[src/hdl/smdp_pkg.sv]
// shared types and constants for the standardized masked dot product
package smdp_pkg;

    // stream data word widths and the dot product width
    localparam int IN_DATA_W   = 48;
    localparam int OUT_DATA_W  = 56;
    localparam int DOT_W       = 48;

    // divider geometry
    localparam int DIV_NUM_W   = 48;
    localparam int DIV_DEN_W   = 32;
    localparam int DIV_CNT_W   = 6;
    localparam logic [DIV_CNT_W-1:0] DIV_STEPS = 6'd48;

    // register indexes on the configuration port
    localparam logic [1:0] REG_FREQ_MODE = 2'd0;
    localparam logic [1:0] REG_PLOIDY_X  = 2'd1;
    localparam logic [1:0] REG_PLOIDY_Y  = 2'd2;

    // divider operand select
    typedef enum logic [1:0] {
        DIV_X,
        DIV_Y,
        DIV_MAIN
    } t_div_sel;

    // controller states
    typedef enum logic [3:0] {
        S_IDLE,
        S_CHECK,
        S_DIVX,
        S_DIVY,
        S_DIFF,
        S_MUL,
        S_START,
        S_DIVM,
        S_DONE
    } t_state;

    // commands from controller to datapath
    typedef struct packed {
        logic     load;
        logic     save_raw;
        logic     div_start;
        t_div_sel div_sel;
        logic     div_step;
        logic     save_vx;
        logic     save_vy;
        logic     diff;
        logic     mul;
        logic     acc;
        logic     set_zero;
        logic     emit;
    } t_cmd;

    // status from datapath to controller
    typedef struct packed {
        logic masked;
        logic sd_zero;
        logic freq;
        logic last;
        logic div_done;
        logic out_busy;
    } t_sts;

endpackage

[src/hdl/smdp_ctrl.sv]
// controller state machine sequencing one locus through the datapath
module smdp_ctrl (
    input  logic          i_clk,
    input  logic          i_rst_n,
    input  logic          i_in_valid,
    output logic          o_in_ready,
    input  smdp_pkg::t_sts i_sts,
    output smdp_pkg::t_cmd o_cmd
);
    import smdp_pkg::*;

    t_state r_state;
    t_state n_state;

    // state register
    always_ff @(posedge i_clk) begin
        if (!i_rst_n) begin
            r_state <= S_IDLE;
        end else begin
            r_state <= n_state;
        end
    end

    // next state
    always_comb begin
        n_state = r_state;
        case (r_state)
            S_IDLE: begin
                if (i_in_valid) n_state = S_CHECK;
            end
            S_CHECK: begin
                if (i_sts.masked || i_sts.sd_zero) n_state = S_DONE;
                else if (i_sts.freq) n_state = S_DIVX;
                else n_state = S_DIFF;
            end
            S_DIVX: begin
                if (i_sts.div_done) n_state = S_DIVY;
            end
            S_DIVY: begin
                if (i_sts.div_done) n_state = S_DIFF;
            end
            S_DIFF:  n_state = S_MUL;
            S_MUL:   n_state = S_START;
            S_START: n_state = S_DIVM;
            S_DIVM: begin
                if (i_sts.div_done) n_state = S_DONE;
            end
            S_DONE: begin
                if (!i_sts.last || !i_sts.out_busy) n_state = S_IDLE;
            end
            default: n_state = S_IDLE;
        endcase
    end

    // command outputs
    always_comb begin
        o_cmd      = '0;
        o_in_ready = 1'b0;
        case (r_state)
            S_IDLE: begin
                o_in_ready = 1'b1;
                o_cmd.load = i_in_valid;
            end
            S_CHECK: begin
                if (!i_sts.masked && i_sts.sd_zero) o_cmd.set_zero = 1'b1;
                if (!i_sts.masked && !i_sts.sd_zero) begin
                    if (i_sts.freq) begin
                        o_cmd.div_start = 1'b1;
                        o_cmd.div_sel   = DIV_X;
                    end else begin
                        o_cmd.save_raw  = 1'b1;
                    end
                end
            end
            S_DIVX: begin
                o_cmd.div_step = 1'b1;
                if (i_sts.div_done) begin
                    o_cmd.save_vx   = 1'b1;
                    o_cmd.div_start = 1'b1;
                    o_cmd.div_sel   = DIV_Y;
                end
            end
            S_DIVY: begin
                o_cmd.div_step = 1'b1;
                o_cmd.save_vy  = i_sts.div_done;
            end
            S_DIFF: o_cmd.diff = 1'b1;
            S_MUL:  o_cmd.mul  = 1'b1;
            S_START: begin
                o_cmd.div_start = 1'b1;
                o_cmd.div_sel   = DIV_MAIN;
            end
            S_DIVM: begin
                o_cmd.div_step = 1'b1;
                o_cmd.acc      = i_sts.div_done;
            end
            S_DONE: begin
                o_cmd.emit = i_sts.last && !i_sts.out_busy;
            end
            default: o_cmd = '0;
        endcase
    end

`ifndef SYNTHESIS
    // a result leaves only for a locus marked last, into a free output slot
    a_emit_last: assert property (@(posedge i_clk) disable iff (!i_rst_n)
        o_cmd.emit |-> (i_sts.last && !i_sts.out_busy))
        else $error("emit without last or with busy output");

    // an accepted request is checked in the next cycle
    a_load_check: assert property (@(posedge i_clk) disable iff (!i_rst_n)
        o_cmd.load |=> (r_state == S_CHECK))
        else $error("request not checked after load");

    // accumulation only on a finished division
    a_acc_done: assert property (@(posedge i_clk) disable iff (!i_rst_n)
        o_cmd.acc |-> i_sts.div_done)
        else $error("accumulate before divider done");
`endif

endmodule

[src/hdl/smdp_datapath.sv]
// datapath: operand latch, shared restoring divider, multipliers, accumulator
module smdp_datapath #(
    parameter int ACC_WIDTH = 48
) (
    input  logic                              i_clk,
    input  logic                              i_rst_n,
    input  smdp_pkg::t_cmd                    i_cmd,
    output smdp_pkg::t_sts                    o_sts,
    input  logic [smdp_pkg::IN_DATA_W-1:0]    i_in_data,
    input  logic                              i_in_last,
    input  logic                              i_freq_mode,
    input  logic [3:0]                        i_ploidy_x,
    input  logic [3:0]                        i_ploidy_y,
    input  logic                              i_out_ready,
    output logic                              o_out_valid,
    output logic [smdp_pkg::OUT_DATA_W-1:0]   o_out_data
);
    import smdp_pkg::*;

    localparam int SW = ((ACC_WIDTH > 48) ? ACC_WIDTH : 48) + 2;
    localparam logic signed [SW-1:0] ACC_HI =
        {{(SW-ACC_WIDTH+1){1'b0}}, {(ACC_WIDTH-1){1'b1}}};
    localparam logic signed [SW-1:0] ACC_LO = ~ACC_HI;

    // latched request
    logic [3:0]  r_cx, r_cy;
    logic        r_masked, r_last;
    logic [15:0] r_mean, r_sd;

    // operands
    logic [15:0] r_vx, r_vy, r_ax, r_ay;
    logic        r_neg;
    logic [31:0] r_prod, r_sdsq;

    // divider
    logic [DIV_DEN_W-1:0] r_den, r_rem;
    logic [DIV_NUM_W-1:0] r_quo;
    logic [DIV_CNT_W-1:0] r_cnt;

    // accumulator and flags
    logic [ACC_WIDTH-1:0] r_acc;
    logic                 r_ovf, r_zsd;
    logic                 r_out_valid;
    logic [OUT_DATA_W-1:0] r_out_data;

    logic [3:0]           px, py, pdiv;
    logic [3:0]           cdiv;
    logic [DIV_NUM_W-1:0] num_sel;
    logic [DIV_DEN_W-1:0] den_sel;
    logic [DIV_DEN_W:0]   rem_sh;
    logic                 ge;
    logic signed [16:0]   dx, dy;
    logic signed [48:0]   term;
    logic signed [SW-1:0] acc_ext, sum;

    // zero ploidy acts as one
    assign px   = (i_ploidy_x == 4'd0) ? 4'd1 : i_ploidy_x;
    assign py   = (i_ploidy_y == 4'd0) ? 4'd1 : i_ploidy_y;
    assign pdiv = (i_cmd.div_sel == DIV_Y) ? py : px;
    assign cdiv = (i_cmd.div_sel == DIV_Y) ? r_cy : r_cx;

    // divider operand select
    always_comb begin
        case (i_cmd.div_sel)
            DIV_MAIN: begin
                num_sel = {r_prod, 16'd0};
                den_sel = r_sdsq;
            end
            default: begin
                num_sel = {32'd0, {cdiv, 12'd0} + {13'd0, pdiv[3:1]}};
                den_sel = {28'd0, pdiv};
            end
        endcase
    end

    // one restoring step
    assign rem_sh = {r_rem, r_quo[DIV_NUM_W-1]};
    assign ge     = (rem_sh >= {1'b0, r_den});

    // centred differences
    assign dx = $signed({1'b0, r_vx}) - $signed({1'b0, r_mean});
    assign dy = $signed({1'b0, r_vy}) - $signed({1'b0, r_mean});

    // signed term and saturating sum
    assign term    = r_neg ? -$signed({1'b0, r_quo}) : $signed({1'b0, r_quo});
    assign acc_ext = {{(SW-ACC_WIDTH){r_acc[ACC_WIDTH-1]}}, r_acc};
    assign sum     = acc_ext + {{(SW-49){term[48]}}, term};

    // request latch
    always_ff @(posedge i_clk) begin
        if (i_cmd.load) begin
            r_cx     <= i_in_data[3:0];
            r_cy     <= i_in_data[7:4];
            r_masked <= i_in_data[8] | i_in_data[9];
            r_mean   <= i_in_data[25:10];
            r_sd     <= i_in_data[41:26];
            r_last   <= i_in_last;
        end
    end

    // operand preparation and products
    always_ff @(posedge i_clk) begin
        if (i_cmd.save_raw) begin
            r_vx <= {r_cx, 12'd0};
            r_vy <= {r_cy, 12'd0};
        end
        if (i_cmd.save_vx) r_vx <= r_quo[15:0];
        if (i_cmd.save_vy) r_vy <= r_quo[15:0];
        if (i_cmd.diff) begin
            r_ax  <= dx[16] ? 16'(-dx) : dx[15:0];
            r_ay  <= dy[16] ? 16'(-dy) : dy[15:0];
            r_neg <= dx[16] ^ dy[16];
        end
        if (i_cmd.mul) begin
            r_prod <= r_ax * r_ay;
            r_sdsq <= r_sd * r_sd;
        end
    end

    // iterative divider, one quotient bit a cycle
    always_ff @(posedge i_clk) begin
        if (!i_rst_n) begin
            r_cnt <= '0;
        end else if (i_cmd.div_start) begin
            r_cnt <= DIV_STEPS;
        end else if (i_cmd.div_step && r_cnt != '0) begin
            r_cnt <= r_cnt - 1'b1;
        end
    end

    always_ff @(posedge i_clk) begin
        if (i_cmd.div_start) begin
            r_quo <= num_sel;
            r_den <= den_sel;
            r_rem <= '0;
        end else if (i_cmd.div_step && r_cnt != '0) begin
            r_quo <= {r_quo[DIV_NUM_W-2:0], ge};
            r_rem <= ge ? DIV_DEN_W'(rem_sh - {1'b0, r_den}) : rem_sh[DIV_DEN_W-1:0];
        end
    end

    // accumulator, flags and result register
    always_ff @(posedge i_clk) begin
        if (!i_rst_n) begin
            r_acc       <= '0;
            r_ovf       <= 1'b0;
            r_zsd       <= 1'b0;
            r_out_valid <= 1'b0;
        end else begin
            if (i_out_ready) r_out_valid <= 1'b0;
            if (i_cmd.set_zero) r_zsd <= 1'b1;
            if (i_cmd.acc) begin
                if (sum > ACC_HI) begin
                    r_acc <= ACC_HI[ACC_WIDTH-1:0];
                    r_ovf <= 1'b1;
                end else if (sum < ACC_LO) begin
                    r_acc <= ACC_LO[ACC_WIDTH-1:0];
                    r_ovf <= 1'b1;
                end else begin
                    r_acc <= sum[ACC_WIDTH-1:0];
                end
            end
            if (i_cmd.emit) begin
                r_out_valid <= 1'b1;
                r_acc       <= '0;
                r_ovf       <= 1'b0;
                r_zsd       <= 1'b0;
            end
        end
    end

    always_ff @(posedge i_clk) begin
        if (i_cmd.emit) begin
            r_out_data <= {6'd0, r_zsd, r_ovf, acc_ext[DOT_W-1:0]};
        end
    end

    // status to controller
    assign o_sts.masked   = r_masked;
    assign o_sts.sd_zero  = (r_sd == 16'd0);
    assign o_sts.freq     = i_freq_mode;
    assign o_sts.last     = r_last;
    assign o_sts.div_done = (r_cnt == '0);
    assign o_sts.out_busy = r_out_valid & ~i_out_ready;

    assign o_out_valid = r_out_valid;
    assign o_out_data  = r_out_data;

endmodule

[src/hdl/standardized_masked_dot_product.sv]
// top level of the standardized masked dot product block
//
// Usage: one locus per request on the slave stream, the vector's final
// locus marked by s_axis_tlast. Each unmasked locus with nonzero sd adds
// ((x-mean)/sd)*((y-mean)/sd) in signed Q.16 to a saturating accumulator.
// On the last locus one result goes out on the master stream: the total,
// a saturation flag and a zero-sd flag; accumulator and flags then clear.
// Raw mode runs each locus through the shared one-bit-per-cycle restoring
// divider for the term division; frequency mode first divides both counts
// by ploidy in it; a masked or zero-sd locus skips it. One locus at a time.
// The result sits in an output register; while the receiver stalls the
// block keeps taking loci and only holds at the next last locus.
// Reset (synchronous, active low) clears accumulator, flags, the output
// valid and sets freq_mode 0, ploidy_x 2, ploidy_y 2. Registers on the
// APB port: freq_mode at 0x0, ploidy_x at 0x4, ploidy_y at 0x8.
module standardized_masked_dot_product #(
    parameter int ACC_WIDTH = 48
) (
    input  logic        i_clk,
    input  logic        i_rst_n,
    // count_x[3:0], count_y[7:4], missing_x[8], missing_y[9],
    // locus_mean[25:10], locus_sd[41:26], zero fill above
    input  logic [47:0] s_axis_tdata,
    input  logic        s_axis_tlast,
    input  logic        s_axis_tvalid,
    output logic        s_axis_tready,
    // dot_product[47:0], overflowed[48], zero_sd_seen[49], zero fill above
    output logic [55:0] m_axis_tdata,
    output logic        m_axis_tvalid,
    input  logic        m_axis_tready,
    input  logic        psel,
    input  logic        penable,
    input  logic        pwrite,
    input  logic [3:0]  paddr,
    input  logic [31:0] pwdata,
    output logic [31:0] prdata,
    output logic        pready
);
    import smdp_pkg::*;

    t_cmd       cmd;
    t_sts       sts;
    logic       r_freq_mode;
    logic [3:0] r_ploidy_x, r_ploidy_y;
    logic       cfg_we;

    // configuration registers
    assign pready = 1'b1;
    assign cfg_we = psel & penable & pwrite;

    always_ff @(posedge i_clk) begin
        if (!i_rst_n) begin
            r_freq_mode <= 1'b0;
            r_ploidy_x  <= 4'd2;
            r_ploidy_y  <= 4'd2;
        end else if (cfg_we) begin
            case (paddr[3:2])
                REG_FREQ_MODE: r_freq_mode <= pwdata[0];
                REG_PLOIDY_X:  r_ploidy_x  <= pwdata[3:0];
                REG_PLOIDY_Y:  r_ploidy_y  <= pwdata[3:0];
                default: ;
            endcase
        end
    end

    // register read
    always_comb begin
        case (paddr[3:2])
            REG_FREQ_MODE: prdata = {31'd0, r_freq_mode};
            REG_PLOIDY_X:  prdata = {28'd0, r_ploidy_x};
            REG_PLOIDY_Y:  prdata = {28'd0, r_ploidy_y};
            default:       prdata = 32'd0;
        endcase
    end

    // controller
    smdp_ctrl u_ctrl (
        .i_clk      (i_clk),
        .i_rst_n    (i_rst_n),
        .i_in_valid (s_axis_tvalid),
        .o_in_ready (s_axis_tready),
        .i_sts      (sts),
        .o_cmd      (cmd)
    );

    // datapath
    smdp_datapath #(
        .ACC_WIDTH (ACC_WIDTH)
    ) u_datapath (
        .i_clk       (i_clk),
        .i_rst_n     (i_rst_n),
        .i_cmd       (cmd),
        .o_sts       (sts),
        .i_in_data   (s_axis_tdata),
        .i_in_last   (s_axis_tlast),
        .i_freq_mode (r_freq_mode),
        .i_ploidy_x  (r_ploidy_x),
        .i_ploidy_y  (r_ploidy_y),
        .i_out_ready (m_axis_tready),
        .o_out_valid (m_axis_tvalid),
        .o_out_data  (m_axis_tdata)
    );

endmodule

[config.mk]
export PLATFORM = sky130hd
export DESIGN_NAME = standardized_masked_dot_product
export DESIGN_NICKNAME = d
export VERILOG_FILES = /design/src/hdl/smdp_pkg.sv /design/src/hdl/smdp_ctrl.sv /design/src/hdl/smdp_datapath.sv /design/src/hdl/standardized_masked_dot_product.sv
export SDC_FILE = /design/constraint.sdc
export NUM_CORES = 2
export LEC_CHECK = 0
export BUFFER_PORTS_ARGS = -buffer_cell sky130_fd_sc_hd__buf_4
export CAP_MARGIN = 40
export CELL_PAD_IN_SITES_DETAIL_PLACEMENT = 1
export CELL_PAD_IN_SITES_GLOBAL_PLACEMENT = 1
export CORE_UTILIZATION = 50
export DETAILED_ROUTE_END_ITERATION = 16
export PLACE_DENSITY_LB_ADDON = 0.1
export REMOVE_ABC_BUFFERS = 1
export SETUP_SLACK_MARGIN = 0.2
export SYNTH_ARGS = -nofsm -noshare
export SYNTH_HDL_FRONTEND = slang
export SYNTH_SLANG_ARGS = --single-unit
[constraint.sdc]
create_clock -name i_clk -period 7.17 [get_ports i_clk]
set_input_delay 0.717 -clock i_clk [delete_from_list [all_inputs] [get_ports i_clk]]
set_output_delay 0.717 -clock i_clk [all_outputs]
set_load 0.03 [all_outputs]
## Word level (Yosys, flattened, before mapping)

Index checks and enable logic that the tools add are counted.

- Register bits: 403
- Logic and storage cells: 147
- Input port bits: 92

- Bitwise gates (word level): 7
- Add/subtract/negate cells: 9
- Multiplexer cells: 51
- Magnitude comparators: 3
- Reduce and logical (&&, ||, !) cells: 30
- Eq/ne operators: 17
- Multiply operators: 2

Operators by type and width:

| operator | number |
|---|---|
| 48-bit two-way mux | 5 |
| 16-bit two-way mux | 6 |
| 16-bit by 16-bit multiplier with 32-bit output | 2 |
| 48-bit by 49-bit adder with 50-bit output | 1 |
| 50-bit by 48-bit > comparator with 1-bit output, second input constant | 1 |
| 50-bit by 48-bit < comparator with 1-bit output, second input constant | 1 |
| 49-bit two-way mux | 1 |
| 48-bit negation with 49-bit output | 1 |
| 4-bit two-way mux | 12 |
| 4-bit case mux with 9 select lines | 1 |
| 16-bit by 16-bit subtractor with 17-bit output | 2 |
| 33-bit by 32-bit greater-or-equal comparator with 1-bit output | 1 |
| 32-bit two-way mux | 1 |
| 16-bit negation | 2 |
| 32-bit subtractor | 1 |
| 1-bit two-way mux | 18 |
| 16-bit by 3-bit adder with 16-bit output | 1 |
| 4-bit by 3-bit equality test with 1-bit output, second input constant | 4 |
| 16-bit zero test | 1 |
| 4-bit zero test | 3 |
| 6-bit two-way mux | 2 |
| 4-bit case mux with 3 select lines | 1 |
| 2-bit nonzero test | 5 |
| 3-bit two-way mux | 3 |
| 23 further kinds | 43 |

## Logic depth before layout (Yosys ltp)

- Depth in word-level cells: 10
- Depth in mapped cells: 27
- Mapped depth without buffers: 25

## Cells and area by module

A second synthesis with hierarchy kept.

- Cells, all modules: 3971
- Area, all modules: 37998.9 um^2

By module, submodules not included:

| module | times used | sequential area each (um^2) | area each (um^2) | cells an instance |
|---|---|---|---|---|
| smdp_datapath | 1 | 10790.3 | 36902.9 | 3840 |
| standardized_masked_dot_product | 1 | 180.2 | 676.9 | 75 |
| smdp_ctrl | 1 | 80.1 | 419.2 | 56 |

## Worst setup path after synthesis

No wires, ideal clock.

- Path type: reg-to-reg
- Start point: register u_datapath.r_sd[13]
- End point: register u_datapath.r_sdsq[30] (data pin)
- Path buffers: 2
- Library setup time: 258 ps
- Arrival: 6379 ps
- Stages on the path, launching flop included: 26
- Setup slack: 534 ps
- Cells stage by stage: edfxtp_1 -> clkbuf_1 -> clkbuf_1 -> nand2_1 -> fa_1 -> inv_1 -> fa_1 -> inv_1 -> fa_1 -> inv_1 -> fa_1 -> inv_1 -> fa_1 -> inv_1 -> fa_1 -> ha_1 -> a21oi_1 -> o21ai_0 -> a21o_1 -> nor2_1 -> a31oi_1 -> or4_1 -> a31o_2 -> a221o_1 -> a21oi_1 -> xnor2_1

- Longest elaborated chain between the ends: 1

RTL lines:

| item | RTL line | source |
|---|---|---|
| start: declaration | smdp_datapath.sv:28 | `logic [15:0] r_mean, r_sd;` |
| start signal: assignment | smdp_datapath.sv:96 | `r_sd <= i_in_data[41:26];` |
| 16-bit by 16-bit multiplier with 32-bit output | smdp_datapath.sv:116 | `r_sdsq <= r_sd * r_sd;` |
| end signal: assignment | smdp_datapath.sv:116 |  |
| end: declaration | smdp_datapath.sv:33 | `logic [31:0] r_prod, r_sdsq;` |

Every way passes these cells.
A chain may end at the register's enable or synchronous reset.

## Worst setup path in the final report

- Start point: register u_datapath.r_sd[10]
- End point: register u_datapath.r_sdsq[30] (data pin)

The elaborated chain is that of the path after synthesis.

==> flow_summary.ini <==
[placement]
post_dp_cell_area_sq_um = 40200
port_buffers = 111
hpwl_um = 84000
place_congestion = 0.878

[sta]
maxSlewViolCount = 0
max_slew.worst_pin.slew_ps = 951
clock.fmax_mhz = 146
finClkSkew_ps = 26.4
slew_headroom_pct = 36.5
finalCritPeriodShare_pct = 95.4
setup_viol = 0
timing.final.crit_period_ps = 6840
hold_violations = 0
rsz0062_at_grt = yes

[route]
firstDrtPassIters = 7
via_per_inst = 5.64
totalWireLength_um = 107000
initialDrtViolationCount = 1348
vias = 28791
ant_nets = 0
drc_errors = 0
wl_per_cell_um = 20.9

[setup_path]
arrival_ps = 7200
crit_path_end_kind = flip-flop
cp.required_ps = 7530
cp-start-kind = flip-flop
criticalPathCategory = flip-flop to flip-flop
crit_fanout = 5

[floorplan]
die-area_sq_um = 76400
core-area_sq_um = 74400
die_y_um = 276
rows = 100
initial_core_util_pct = 50.6
die-width_um = 276
io_pins = 183

[yosys]
synthTopCellsByArea = edfxtp_1 (24%), fa_1 (19%), ha_1 (11%)
yosys.area.top_type_share_pct = 23.9
synth_top_family_by_area = adder cells
syn_area_sq_um = 37700
synth_most_common_cell = inv_1
synth_compound_area_share_pct = 12.3
postSynthAreaPerCell_sq_um = 9.64
synth_ff_type = edfxtp_1
synthesis.instances = 3906
muxShareOfSynthArea_pct = 0.608
yosysTopAreaCell = edfxtp_1
async_flop_share_pct = 0
synth_xor_area_share_pct = 5.35
synth_simple_gate_area_share_pct = 14.8
synth_fa_ha_area_share_pct = 30.0
synth-edff-count = 300
yosysWarnings = 0
yosysSeqAreaShare_pct = 29.3
netlist_top_cells_count = inv_1 (543), nand2_1 (407), fa_1 (364), ha_1 (321), edfxtp_1 (300)
yosysUniqueCellTypes = 84
ys_ff_latch = 402

[grt]
grt_pass1_wl_um = 169000
antenna_found_initial = 0
grt_use_met3_pct = 2.81
grt-ovfl-total = 0
grtUsageTotal_pct = 27.8
busiest_layer = met2
met1_usage_pct = 34.5
grt_pass1_vias = 30852
grt_util_met2_pct = 50.6
grt_max_degree = 64

[finish]
drive_above_1_share_pct = 10.6
nNetsFinal = 4875
area_growth_pct = 12.5
postLayoutCellArea_sq_um = 42400
insertedDiodeCount = 0

[clock_network]
clock_latency_ps = 620
cts_made_buffers = 47
clock-root-buffer = clkbuf_16
cts.sinks = 402
htreeDepth = 2
cts_tree = done
cts.clk_slew.worst_paths_ps = 60
clockBufferDepth = 3
cts_hold_buf = 0

[worst_hold_path]
holdCritPathClass = input port to flip-flop

[flow_run]
maxCapViolCount = 0

[status]
outcome = finished clean
-- per-stage QoR --
stage | hold slack, ps | utilization [%] | cells | setup TNS (ps) | worst slack [ps]
after floorplan | 409 | - | 3761 | -128570 | -1670
after global placement | 421 | 53.9 | 4973 | 0 | 218
after detailed placement | 431 | 54.0 | 4977 | 0 | 60.6
after CTS | 251 | 56.4 | 5082 | 0 | 183
after global routing | 264 | 56.9 | 5106 | 0 | 126
final | 286 | 56.9 | 5106 | 0 | 330
-- repair_timing --
item | in CTS | in global routing
buffers inserted | 17 | 24
setup endpoints to repair | 4 | 58
gates resized for setup | 3 | 22
cloned | 0 | 0
pin swaps | 0 | 8
-- worst max-delay path, cell delays in order, from the launching register on --
cell and delay, ps:
edfxtp_1 460, buf_6 170, and2_1 170, fa_1 600, inv_1 90, fa_1 510, inv_1 70, fa_1 580
fa_1 460, fa_1 550, inv_1 60, fa_1 540, inv_1 70, ha_4 250, a21oi_1 120, o21ai_0 110
a21o_1 230, nor2_1 120, a31oi_2 160, or4_1 430, a31o_2 270, a221o_1 340, a21oi_2 150, xnor2_1 80
-- final cells by class --
cell class | instances | area, sq um
fill | 8355 | 32100
multi-input combinational | 2816 | 24000
sequential | 402 | 11100
timing repair buffer | 288 | 2350
inverter | 543 | 2040
clock buffer | 62 | 1330
tap | 969 | 1210
clock inverter | 26 | 347
-- final timing paths --
check                                    startpoint                         to  slack (ps)  depth (start not counted)
worst max register to register  u_datapath.r_sd[10]      u_datapath.r_sdsq[30]         330                         23
worst max-delay path            u_datapath.r_sd[10]      u_datapath.r_sdsq[30]         330                         23
worst min register to register     u_datapath.r_ovf  u_datapath.o_out_data[48]         440                          0
worst min-delay path               s_axis_tdata[10]       u_datapath.r_mean[0]         290                          1
-- layout by cell type (no fill, tap or decap), drive strengths merged, types with 8 or more instances in the layout --
| cell | synthesis | routed |
|---|---|---|
| clkbuf | 134 | 62 |
| mux2i | 15 | 15 |
| o31ai | 26 | 26 |
| nand4 | 23 | 23 |
| nand3 | 92 | 92 |
| o21bai | 22 | 22 |
| a32oi | 10 | 10 |
| or2 | 13 | 13 |
| nand2 | 407 | 407 |
| nor3 | 39 | 39 |
| o21a | 29 | 29 |
| o211ai | 14 | 14 |
| a31o | 8 | 8 |
| a21o | 70 | 70 |
| nor4 | 21 | 21 |
| or3 | 18 | 18 |
| o41ai | 15 | 15 |
| a31oi | 26 | 26 |
| a21oi | 189 | 189 |
| fa | 364 | 364 |
| and2 | 196 | 196 |
| and3 | 50 | 50 |
| nand2b | 35 | 35 |
| dfxtp | 102 | 102 |
| nor2b | 37 | 37 |
| or4 | 16 | 16 |
| clkinv | 0 | 15 |
| edfxtp | 300 | 300 |
| nor2 | 163 | 163 |
| a211oi | 20 | 20 |
| conb | 2 | 35 |
| buf | 44 | 288 |
| ha | 321 | 321 |
| xnor2 | 168 | 168 |
| xor2 | 62 | 62 |
| inv | 543 | 544 |
| a22o | 37 | 37 |
| a2111oi | 8 | 8 |
| o21ai | 175 | 175 |
-- sequential cells by signal, indices dropped and copies added (netlist names), 4 cells and up --
| signal | flops |
|---|---|
| u_datapath.o_out_data | 50 |
| u_datapath.r_acc | 48 |
| u_datapath.r_quo | 48 |
| u_datapath.r_den | 32 |
| u_datapath.r_prod | 32 |
| u_datapath.r_rem | 32 |
| u_datapath.r_sdsq | 31 |
| u_datapath.r_ax | 16 |
| u_datapath.r_ay | 16 |
| u_datapath.r_mean | 16 |
| u_datapath.r_sd | 16 |
| u_datapath.r_vx | 16 |
| u_datapath.r_vy | 16 |
| u_datapath.r_cnt | 6 |
| r_ploidy_x | 4 |
| r_ploidy_y | 4 |
| u_ctrl.r_state | 4 |
| u_datapath.r_cx | 4 |
| u_datapath.r_cy | 4 |
-- cell families (layout without fill, tap and decap cells) --
family | after synthesis | after routing
AND/OR/NAND/NOR | 1128 | 1128
buffers and inverters | 721 | 919
AO/OA/AOI/OAI | 716 | 716
adder cells (fa/ha/maj) | 685 | 685
flip-flops | 402 | 402
XOR/XNOR | 230 | 230
multiplexers | 22 | 22
other | 2 | 35
-- layer usage --
| metal | up-vias | share of wire, % |
|---|---|---|
| met5 | - | 0 |
| met4 | 0 | 3.2 |
| met3 | 160 | 2.7 |
| met2 | 440 | 52 |
| met1 | 14702 | 42 |
| li1 | 13489 | - |
Power is left out: the tool's default activity adds up to more than one toggle a clock period on the data nets, which glitch-free logic cannot reach.
